==> src/design/dxt_pkg.sv <==
// Package for the DXT block decoder: format codes, lane control struct,
// and endpoint widening / interpolation helpers. No dependencies.
`default_nettype none
package dxt_pkg;

    localparam logic [1:0] FMT_DXT1 = 2'd0;
    localparam logic [1:0] FMT_DXT3 = 2'd1;

    typedef struct packed {
        logic       is_dxt1;
        logic       is_dxt3;
        logic       three_color;
    } lane_ctrl_t;

    // x*255/31 truncated = 8x + floor(7x/31); the second term steps at fixed x
    function automatic logic [7:0] widen5(input logic [4:0] x);
        logic [2:0] q;
        begin
            priority if (x >= 5'd31)
                q = 3'd7;
            else if (x >= 5'd27)
                q = 3'd6;
            else if (x >= 5'd23)
                q = 3'd5;
            else if (x >= 5'd18)
                q = 3'd4;
            else if (x >= 5'd14)
                q = 3'd3;
            else if (x >= 5'd9)
                q = 3'd2;
            else if (x >= 5'd5)
                q = 3'd1;
            else
                q = 3'd0;
            widen5 = {x, 3'd0} + {5'd0, q};
        end
    endfunction

    // x*255/63 truncated = 4x + floor(x/21)
    function automatic logic [7:0] widen6(input logic [5:0] x);
        logic [1:0] q;
        begin
            priority if (x >= 6'd63)
                q = 2'd3;
            else if (x >= 6'd42)
                q = 2'd2;
            else if (x >= 6'd21)
                q = 2'd1;
            else
                q = 2'd0;
            widen6 = {x, 2'd0} + {6'd0, q};
        end
    endfunction

    // (a*(3-n) + b*n)/3 with n = 1 or 2, via reciprocal multiply
    function automatic logic [7:0] div3(input logic [9:0] s);
        logic [20:0] p;
        begin
            p = {11'd0, s} * 21'd683;
            div3 = p[18:11];
        end
    endfunction

    function automatic logic [7:0] div7(input logic [10:0] s);
        logic [22:0] p;
        begin
            p = {12'd0, s} * 23'd2341;
            div7 = p[21:14];
        end
    endfunction

    function automatic logic [7:0] div5(input logic [10:0] s);
        logic [22:0] p;
        begin
            p = {12'd0, s} * 23'd3277;
            div5 = p[21:14];
        end
    endfunction

endpackage
`default_nettype wire

==> src/design/dxt_block_decode.sv <==
// DXT1/DXT3/DXT5 block decoder top level.
// The accepted block is latched in stage 1, then decoded into the stage-2 lane colors.
// One texel word per cycle (output port) while m_tready is high, sixteen per block.
// A new block is taken as soon as the previous one moves to the output stage.
// Reset clears the format register to DXT1 and empties the pipeline.
`default_nettype none
module dxt_block_decode
    import dxt_pkg::*;
(
    input  wire logic         clk,
    input  wire logic         rst_n,
    input  wire logic         cfg_we,
    input  wire logic [1:0]   cfg_wdata,
    input  wire logic         s_tvalid,
    output logic              s_tready,
    input  wire logic [127:0] s_tdata,   // block_low, block_high
    output logic              m_tvalid,
    input  wire logic         m_tready,
    output logic [39:0]       m_tdata,   // texel_color, texel_position (pad 4)
    output logic              m_tlast    // last_texel
);
    logic [1:0] fmt_reg;
    // stage 1: latched block
    logic        b_valid_reg;
    logic [63:0] lo_reg, hi_reg;
    // stage 2: 16 lane colors (palette and alpha table are combinational)
    logic         d_valid_reg;
    logic [511:0] col_reg;
    logic [3:0]   cnt_reg;

    wire lane_ctrl_t ctrl;
    logic [63:0] cw;
    logic [15:0] c0, c1;
    logic [23:0] p0, p1, p2, p3;
    logic [95:0] pal;
    logic [63:0] atab;
    logic [7:0]  a0, a1;
    logic [511:0] lanes;
    logic d_load, d_done;

    assign ctrl.is_dxt1 = fmt_reg == FMT_DXT1;
    assign ctrl.is_dxt3 = fmt_reg == FMT_DXT3;
    assign cw = ctrl.is_dxt1 ? lo_reg : hi_reg;
    assign c0 = cw[15:0];
    assign c1 = cw[31:16];
    assign ctrl.three_color = ctrl.is_dxt1 && (c0 <= c1);
    assign a0 = lo_reg[7:0];
    assign a1 = lo_reg[15:8];

    always_comb
    begin
        p0 = {widen5(c0[15:11]), widen6(c0[10:5]), widen5(c0[4:0])};
        p1 = {widen5(c1[15:11]), widen6(c1[10:5]), widen5(c1[4:0])};
        for (int k = 0; k < 3; k++)
        begin
            if (ctrl.three_color)
            begin
                p2[k*8 +: 8] = 8'(({1'b0, p0[k*8 +: 8]} + {1'b0, p1[k*8 +: 8]}) >> 1);
                p3[k*8 +: 8] = 8'd0;
            end
            else
            begin
                p2[k*8 +: 8] = div3({1'b0, p0[k*8 +: 8], 1'b0} + {2'b0, p1[k*8 +: 8]});
                p3[k*8 +: 8] = div3({2'b0, p0[k*8 +: 8]} + {1'b0, p1[k*8 +: 8], 1'b0});
            end
        end
        pal = {p3, p2, p1, p0};
        atab[7:0] = a0;
        atab[15:8] = a1;
        for (int c = 2; c < 8; c++)
        begin
            if (a0 > a1)
                atab[c*8 +: 8] = div7(11'((8 - c) * a0) + 11'((c - 1) * a1));
            else if (c < 6)
                atab[c*8 +: 8] = div5(11'((6 - c) * a0) + 11'((c - 1) * a1));
            else
                atab[c*8 +: 8] = (c == 6) ? 8'd0 : 8'hFF;
        end
    end

    genvar g;
    generate
        for (g = 0; g < 16; g++)
        begin : g_lane
            dxt_lane u_lane (
                .ctrl(ctrl), .pal(pal), .alpha_tab(atab),
                .sel(cw[32 + 2*g +: 2]), .a4(lo_reg[4*g +: 4]),
                .a3(lo_reg[16 + 3*g +: 3]), .color(lanes[32*g +: 32])
            );
        end
    endgenerate

    assign d_done = d_valid_reg && m_tready && cnt_reg == 4'd15;
    assign d_load = b_valid_reg && (!d_valid_reg || d_done);
    assign s_tready = !b_valid_reg || d_load;

    always_ff @(posedge clk or negedge rst_n)
    begin
        if (!rst_n)
        begin
            fmt_reg <= FMT_DXT1;
            b_valid_reg <= 1'b0;
            d_valid_reg <= 1'b0;
            cnt_reg <= 4'd0;
        end
        else
        begin
            if (cfg_we)
                fmt_reg <= cfg_wdata;
            if (s_tready)
                b_valid_reg <= s_tvalid;
            if (d_load)
            begin
                d_valid_reg <= 1'b1;
                cnt_reg <= 4'd0;
            end
            else if (d_valid_reg && m_tready)
            begin
                cnt_reg <= cnt_reg + 4'd1;
                if (cnt_reg == 4'd15)
                    d_valid_reg <= 1'b0;
            end
        end
    end

    always_ff @(posedge clk)
    begin
        if (s_tready && s_tvalid)
        begin
            lo_reg <= s_tdata[63:0];
            hi_reg <= s_tdata[127:64];
        end
        if (d_load)
            col_reg <= lanes;
    end

    assign m_tvalid = d_valid_reg;
    assign m_tdata = {4'd0, cnt_reg, col_reg[cnt_reg*32 +: 32]};
    assign m_tlast = cnt_reg == 4'd15;

    a_last: assert property (@(posedge clk) disable iff (!rst_n)
        d_done |=> cnt_reg == 4'd0) else $error("count not wrapped");
    a_load: assert property (@(posedge clk) disable iff (!rst_n)
        d_load |=> d_valid_reg) else $error("load lost");
    a_hold: assert property (@(posedge clk) disable iff (!rst_n)
        (d_valid_reg && !m_tready) |=> $stable(cnt_reg)) else $error("count moved");
endmodule
`default_nettype wire

==> src/design/dxt_lane.sv <==
// One decode lane: turns a texel's selector and alpha code into a color.
// Depends on dxt_pkg.
`default_nettype none
module dxt_lane
    import dxt_pkg::*;
(
    input  wire lane_ctrl_t  ctrl,
    input  wire logic [95:0] pal,
    input  wire logic [63:0] alpha_tab,
    input  wire logic [1:0]  sel,
    input  wire logic [3:0]  a4,
    input  wire logic [2:0]  a3,
    output logic [31:0]      color
);
    logic [7:0] alpha;
    always_comb
    begin
        if (ctrl.is_dxt1)
            alpha = (ctrl.three_color && sel == 2'd3) ? 8'd0 : 8'hFF;
        else if (ctrl.is_dxt3)
            alpha = {a4, a4};
        else
            alpha = alpha_tab[a3*8 +: 8];
        color = {alpha, pal[sel*24 +: 24]};
    end
endmodule
`default_nettype wire

==> config.mk <==
export PLATFORM = sky130hd
export DESIGN_NAME = dxt_block_decode
export DESIGN_NICKNAME = d
export VERILOG_FILES = /design/src/design/dxt_pkg.sv /design/src/design/dxt_block_decode.sv /design/src/design/dxt_lane.sv
export SDC_FILE = /design/constraint.sdc
export NUM_CORES = 2
export LEC_CHECK = 0
export ABC_CLOCK_PERIOD_IN_PS = 23600
export BUFFER_PORTS_ARGS = -buffer_cell sky130_fd_sc_hd__buf_2
export CAP_MARGIN = 25
export CORE_MARGIN = 2
export CORE_UTILIZATION = 45
export CTS_CLUSTER_DIAMETER = 200
export DETAILED_ROUTE_END_ITERATION = 10
export HOLD_SLACK_MARGIN = 0.12
export PLACE_DENSITY_LB_ADDON = 0.25
export SYNTH_ARGS = -nofsm -noshare
export SYNTH_HDL_FRONTEND = slang
export SYNTH_SLANG_ARGS = --single-unit
==> constraint.sdc <==
create_clock -name clk -period 23.6 [get_ports clk]
set_input_delay 2.36 -clock clk [delete_from_list [all_inputs] [get_ports clk]]
set_output_delay 2.36 -clock clk [all_outputs]
set_load 0.05 [all_outputs]
# Yosys cells after proc, flatten, opt, wreduce, memory -nomap -nowiden
# Cells that the tools add are included.
# Widths: inputs -> output; s select.
[totals]
mem_bits_rw = 0
latchBits = 0
elab_cells = 287
regBits = 648
mem_bits_ro = 0
in_bits = 135
n_memories = 0
[op_classes]
bitwise_logic = 0
add_sub_neg = 26
magnitude_cmp = 36
reduce_logical = 29
n_eq_ne = 18
muxes = 100
n_div = 0
shifts = 33
n_mul = 38
[op_table]
columns = ["op", "n"]
rows = [
  ["$shiftx 96x8->24", 16],
  ["$shiftx 64x7->8", 16],
  ["$shiftx 512x10->32", 1],
  ["$mux 8", 60],
  ["$mul 11x12->22 const B", 10],
  ["$mul 10x10->19 const B", 6],
  ["$ge 5x5->1 const B", 16],
  ["$mul 2x2->4 const B", 16],
  ["$mux 64", 1],
  ["$mux 3", 16],
  ["$ge 5x4->1 const B", 8],
  ["$mul 2x8->10 const A", 4],
  ["$add 8x3->8", 4],
  ["$eq 2x2->1 const B", 16],
  ["$add 8x9->10", 3],
  ["$add 9x8->10", 3],
  ["$add 8x8->9", 3],
  ["$ge 6x6->1 const B", 4],
  ["$mux 2", 12],
  ["$add 10x10->11", 2],
  ["$mul 3x8->11 const A", 2],
  ["$logic_and 1x1->1", 21],
  ["$ge 5x3->1 const B", 4],
  ["$add 8x2->8", 2],
  ["21 further kinds", 34],
]

# Depth between registers and ports, before layout
[depth]
depth_word = 15
mapped_depth = 39

# Cells and area by module
# From an unflattened synthesis, not the netlist that was laid out.
[hier_totals]
hier_cells = 6806
hier_area_um2 = 79203.5
[modules_own_cells]
columns = ["module", "cells_each", "seq_area_each_um2", "area_each_um2", "instances"]
rows = [
  ["dxt_block_decode", 5014, 19418.6, 59524.6, 1],
  ["dxt_lane", 112, 0.0, 1229.9, 16],
]

# Least setup slack after synthesis
# No wires, ideal clock.
[synth_timing]
kind = "in2reg"
from = "input port m_tready"
to = "register cnt_reg[1]"
path_slack_ps = 5151
setup_time_ps = 756
t_required_ps = 22844
t_arrival_ps = 17692
stages = 5
cell_sequence = "nand2_1 nand2_1 and2_1 clkbuf_1 o21ai_0"
[synth_between]
elab_chain_len = 5
word_cells_on_any_way = 6
cone_classes = "mux (1); reduce/logical (5)"
[synth_lines]
columns = ["item", "line_no", "source"]
rows = [
  ["from (decl)", "dxt_block_decode.sv:18", "input wire logic m_tready,"],
  ["$logic_and 1x1->1 * (2 in a row)", "dxt_block_decode.sv:93", "assign d_done = d_valid_reg && m_tready && cnt_reg == 4'd15;"],
  ["$logic_or 1x1->1 *", "dxt_block_decode.sv:94", "assign d_load = b_valid_reg && (!d_valid_reg || d_done);"],
  ["$logic_and 1x1->1 *", "dxt_block_decode.sv:94", ""],
  ["via d_load", "dxt_block_decode.sv:39", "logic d_load, d_done;"],
  ["$mux 4 or $reduce_bool 2->1 (tied branches)", "n/a", ""],
  ["to (signal assigned)", "dxt_block_decode.sv:119", "cnt_reg <= cnt_reg + 4'd1;"],
  ["to (decl)", "dxt_block_decode.sv:29", "logic [3:0] cnt_reg;"],
]
# Mark *: on every way through the listed nets, which the timed path passes. The rest lies on a longest branch.
# A chain may end at the register's enable or synchronous reset.

# Final worst setup path
[layout_timing]
from = "register fmt_reg[0]"
to = "register col_reg[359] (data pin)"
[layout_between]
elab_chain_len = 15
word_cells_on_any_way = 101
cone_classes = "add/sub (15); mul (7); order compare (35); shift (1); mux (41); reduce/logical (2)"
[layout_lines]
columns = ["item", "line_no", "source"]
rows = [
  ["from (decl)", "dxt_block_decode.sv:22", "logic [1:0] fmt_reg;"],
  ["from (signal assigned)", "dxt_block_decode.sv:109", "fmt_reg <= cfg_wdata;"],
  ["$logic_not 2->1 *", "dxt_block_decode.sv:41", "assign ctrl.is_dxt1 = fmt_reg == FMT_DXT1;"],
  ["$mux 64", "dxt_block_decode.sv:43", "assign cw = ctrl.is_dxt1 ? lo_reg : hi_reg;"],
  ["$ge 5x3->1", "dxt_pkg.sv:31", "else if (x >= 5'd5)"],
  ["$mux 1", "dxt_pkg.sv:31", ""],
  ["$mux 2", "dxt_pkg.sv:29", "else if (x >= 5'd9)"],
  ["$mux 2", "dxt_pkg.sv:27", "else if (x >= 5'd14)"],
  ["$mux 3", "dxt_pkg.sv:25", "else if (x >= 5'd18)"],
  ["$mux 3", "dxt_pkg.sv:23", "else if (x >= 5'd23)"],
  ["$mux 3", "dxt_pkg.sv:21", "else if (x >= 5'd27)"],
  ["$mux 3", "dxt_pkg.sv:19", "priority if (x >= 5'd31)"],
  ["$add 8x3->8", "dxt_pkg.sv:35", "widen5 = {x, 3'd0} + {5'd0, q};"],
  ["$add 9x8->10 or $add 8x9->10 (tied branches)", "dxt_block_decode.sv:63, dxt_block_decode.sv:64", ""],
  ["$mul 10x10->19", "dxt_pkg.sv:59", "p = {11'd0, s} * 21'd683;"],
  ["$mux 8", "dxt_block_decode.sv:56", "if (ctrl.three_color)"],
  ["$shiftx 96x8->24 *", "dxt_lane.sv:24", "color = {alpha, pal[sel*24 +: 24]};"],
  ["via g_lane[11].u_lane.color[7]", "dxt_lane.sv:13", "output logic [31:0] color"],
  ["to (signal assigned)", "dxt_block_decode.sv:134", "col_reg <= lanes;"],
  ["to (decl)", "dxt_block_decode.sv:28", "logic [511:0] col_reg;"],
]
# Marked as above.

==> impl_metrics.toml <==
[outcome]
outcome = "finished clean"

[timing]
worst_pin_slew_ps = 1262
final_max_slew_viol_count = 0
worst_slack_ps = 12390
setup_viol = 0
period_needed_ps = 11210
relSlewSlack = 0.1509
max_freq_mhz = 89.18
rsz0062_at_grt = "false"
hold_ws_ps = 541.7
tns_ps = 0
hold_violations = 0
finClkSkew_ps = 97.26
finalCritPeriodShare = 0.4752

[grt]
gr-total-overflow = 0
antenna_found_initial = 20
grt_use_total = 0.3181
grt_start_max_net_pins = 89
grt_pass1_wl_mm = 418.6
grt_pass1_vias = 62502

[final_layout]
n_fill_cell = 15642
multi_input_area_mm2 = 0.05512
fin_cells = 9353
largest_reg_flops = 512
nets = 8618
drive_gt1_frac = 0.1947
syn_to_final_growth_pct = 8.728
seq_area_mm2 = 0.01944

[worst_setup_path]
worst_setup_path_start_kind = "flop"
critPathKind = "flop to flop"
arrival_ps = 11670
crit_buf_inv = 4
critPathSlowestCell = "or2_4"
cp_top_family = "compound AO/OA/AOI/OAI gates"
crit_path_end_kind = "flop"
cp_data_required_time_ps = 24060
crit_path_max_fanout = 61
slowest_delay_ps = 720

[logic_synthesis]
synthCells = 6952
synth_cell_type_count = 107
syn_area_mm2 = 0.07900
yosysWarnings = 0
async_flop_share = 0.01235
syn_area_per_cell_um2 = 11.36
synth_edf_count = 640
ys_ff_latch = 648
seq_area_frac_synth = 0.2458
synth_flop_cell = "edfxtp_1"

[floorplanning]
coreArea_mm2 = 0.1742
start_util = 0.4535
ioPinCount = 178
die_y_um = 423.0
die_w_um = 423.0
core.rowCount = 153
dieArea_mm2 = 0.1789

[placed_design]
post-place-ws_ps = 12610
portBuffers = 173
placedCellCount = 9173
gp_congestion = 0.9771
hpwl_mm = 195.1

[cts]
postCtsHoldBufs = 0
cts_resized = 0
cts.sinks = 648
root_buffer = "clkbuf_16"
cts_buffer_depth = 3
post_cts_buffers = 0
numCtsBuffers = 82
cts_tree = "yes"
clk_latency_ps = 790
path_clk_slew_ps = 70
htree_levels = 3

[routing]
ant_nets = 0
routed_wl_mm = 285.5
drcViolationCount = 0
drtIter0Drc = 8220
routedWlPerCell_um = 30.53
dr.pass1.iters = 8
avgViaCountPerCell = 6.639
via_count = 62093

[worst_hold_path]
hold_class = "flop to flop"

[flow_run]
drv_cap = 0
-- logic make-up after synthesis --
group	after synthesis	synth area share
and+or+nand+nor	1089	0.06643
DFF	648	0.2458
AOI/OAI and AO/OA	1353	0.1150
buffers and inverters	1304	0.06292
muxes	769	0.2034
adders and majority gates	1534	0.2782
xor gates and xnor gates	254	0.02816
other	1	0.00004747
-- layout make-up --
type | count | share of cell area
inverter | 823 | 0.03598
multi-input combinational | 5003 | 0.6417
clock inverter | 55 | 0.006424
clock buffer | 96 | 0.02450
timing repair buffer | 391 | 0.03094
sequential | 648 | 0.2263
antenna | 12 | 0.0003496
tap | 2325 | 0.03387
-- synth_stat cells (34+ instances only) --
cell	n	area, um2
mux4_2	667	15020
fa_1	371	7427
o21bai_1	45	337.8
o31ai_1	49	367.9
o211ai_1	75	563.0
ha_1	1163	14550
a211oi_1	46	345.3
inv_1	805	3022
xor2_1	77	674.4
xnor2_1	177	1550
a21o_1	95	713.2
a31oi_1	46	287.8
nand2_1	311	1167
a21oi_1	309	1546
o21ai_0	292	1461
edfxtp_1	640	19220
nor2b_1	34	212.7
mux2i_1	86	860.8
nor3_1	89	445.4
o21a_1	40	300.3
nand3_1	115	575.6
and3_1	40	250.2
nor2_1	280	1051
clkbuf_1	417	1565
-- layout by cell type, fill, tap and decap left out, types with 82 or more instances in the layout --
cell type	Yosys	final
ha_1	1163	1163
inv_1	805	805
mux4_2	667	667
edfxtp_1	640	640
fa_1	371	371
nand2_1	311	305
a21oi_1	309	305
o21ai_0	292	277
nor2_1	280	273
buf_4	5	203
xnor2_1	177	177
buf_2	19	174
nand3_1	115	115
a21o_1	95	95
nor3_1	89	89
clkbuf_16	0	82
-- per-layer routing --
metal / up-vias / global-route usage / wire [um]
li1: 26201 / - / -
met1: 30457 / 0.3826 / 99500
met2: 4172 / 0.4982 / 128100
met3: 1239 / 0.08904 / 33070
met4: 24 / 0.2119 / 24620
met5: - / 0.003495 / 278
-- per-stage QoR --
step	instance area [um2]	utilization
floorplan	79010	-
global placement	82870	0.4757
detailed placement	82930	0.4761
CTS	85590	0.4913
global route	85860	0.4929
finish	85890	0.4931
-- final timing paths --
path / from / end / slack, ps / depth (start not counted)
max in group asynchronous: rst_n / fmt_reg[1] / 21550 / 1
max reg2reg: fmt_reg[0] / col_reg[359] / 12390 / 32
min in group asynchronous: rst_n / cnt_reg[1] / 1600 / 1
min: b_valid_reg / m_tvalid / 540 / 1
max: fmt_reg[0] / col_reg[359] / 12390 / 32
min reg2reg: b_valid_reg / m_tvalid / 540 / 1
Power is left out: the tool's default activity adds up to more than one toggle a clock period on the data nets, which glitch-free logic cannot reach.
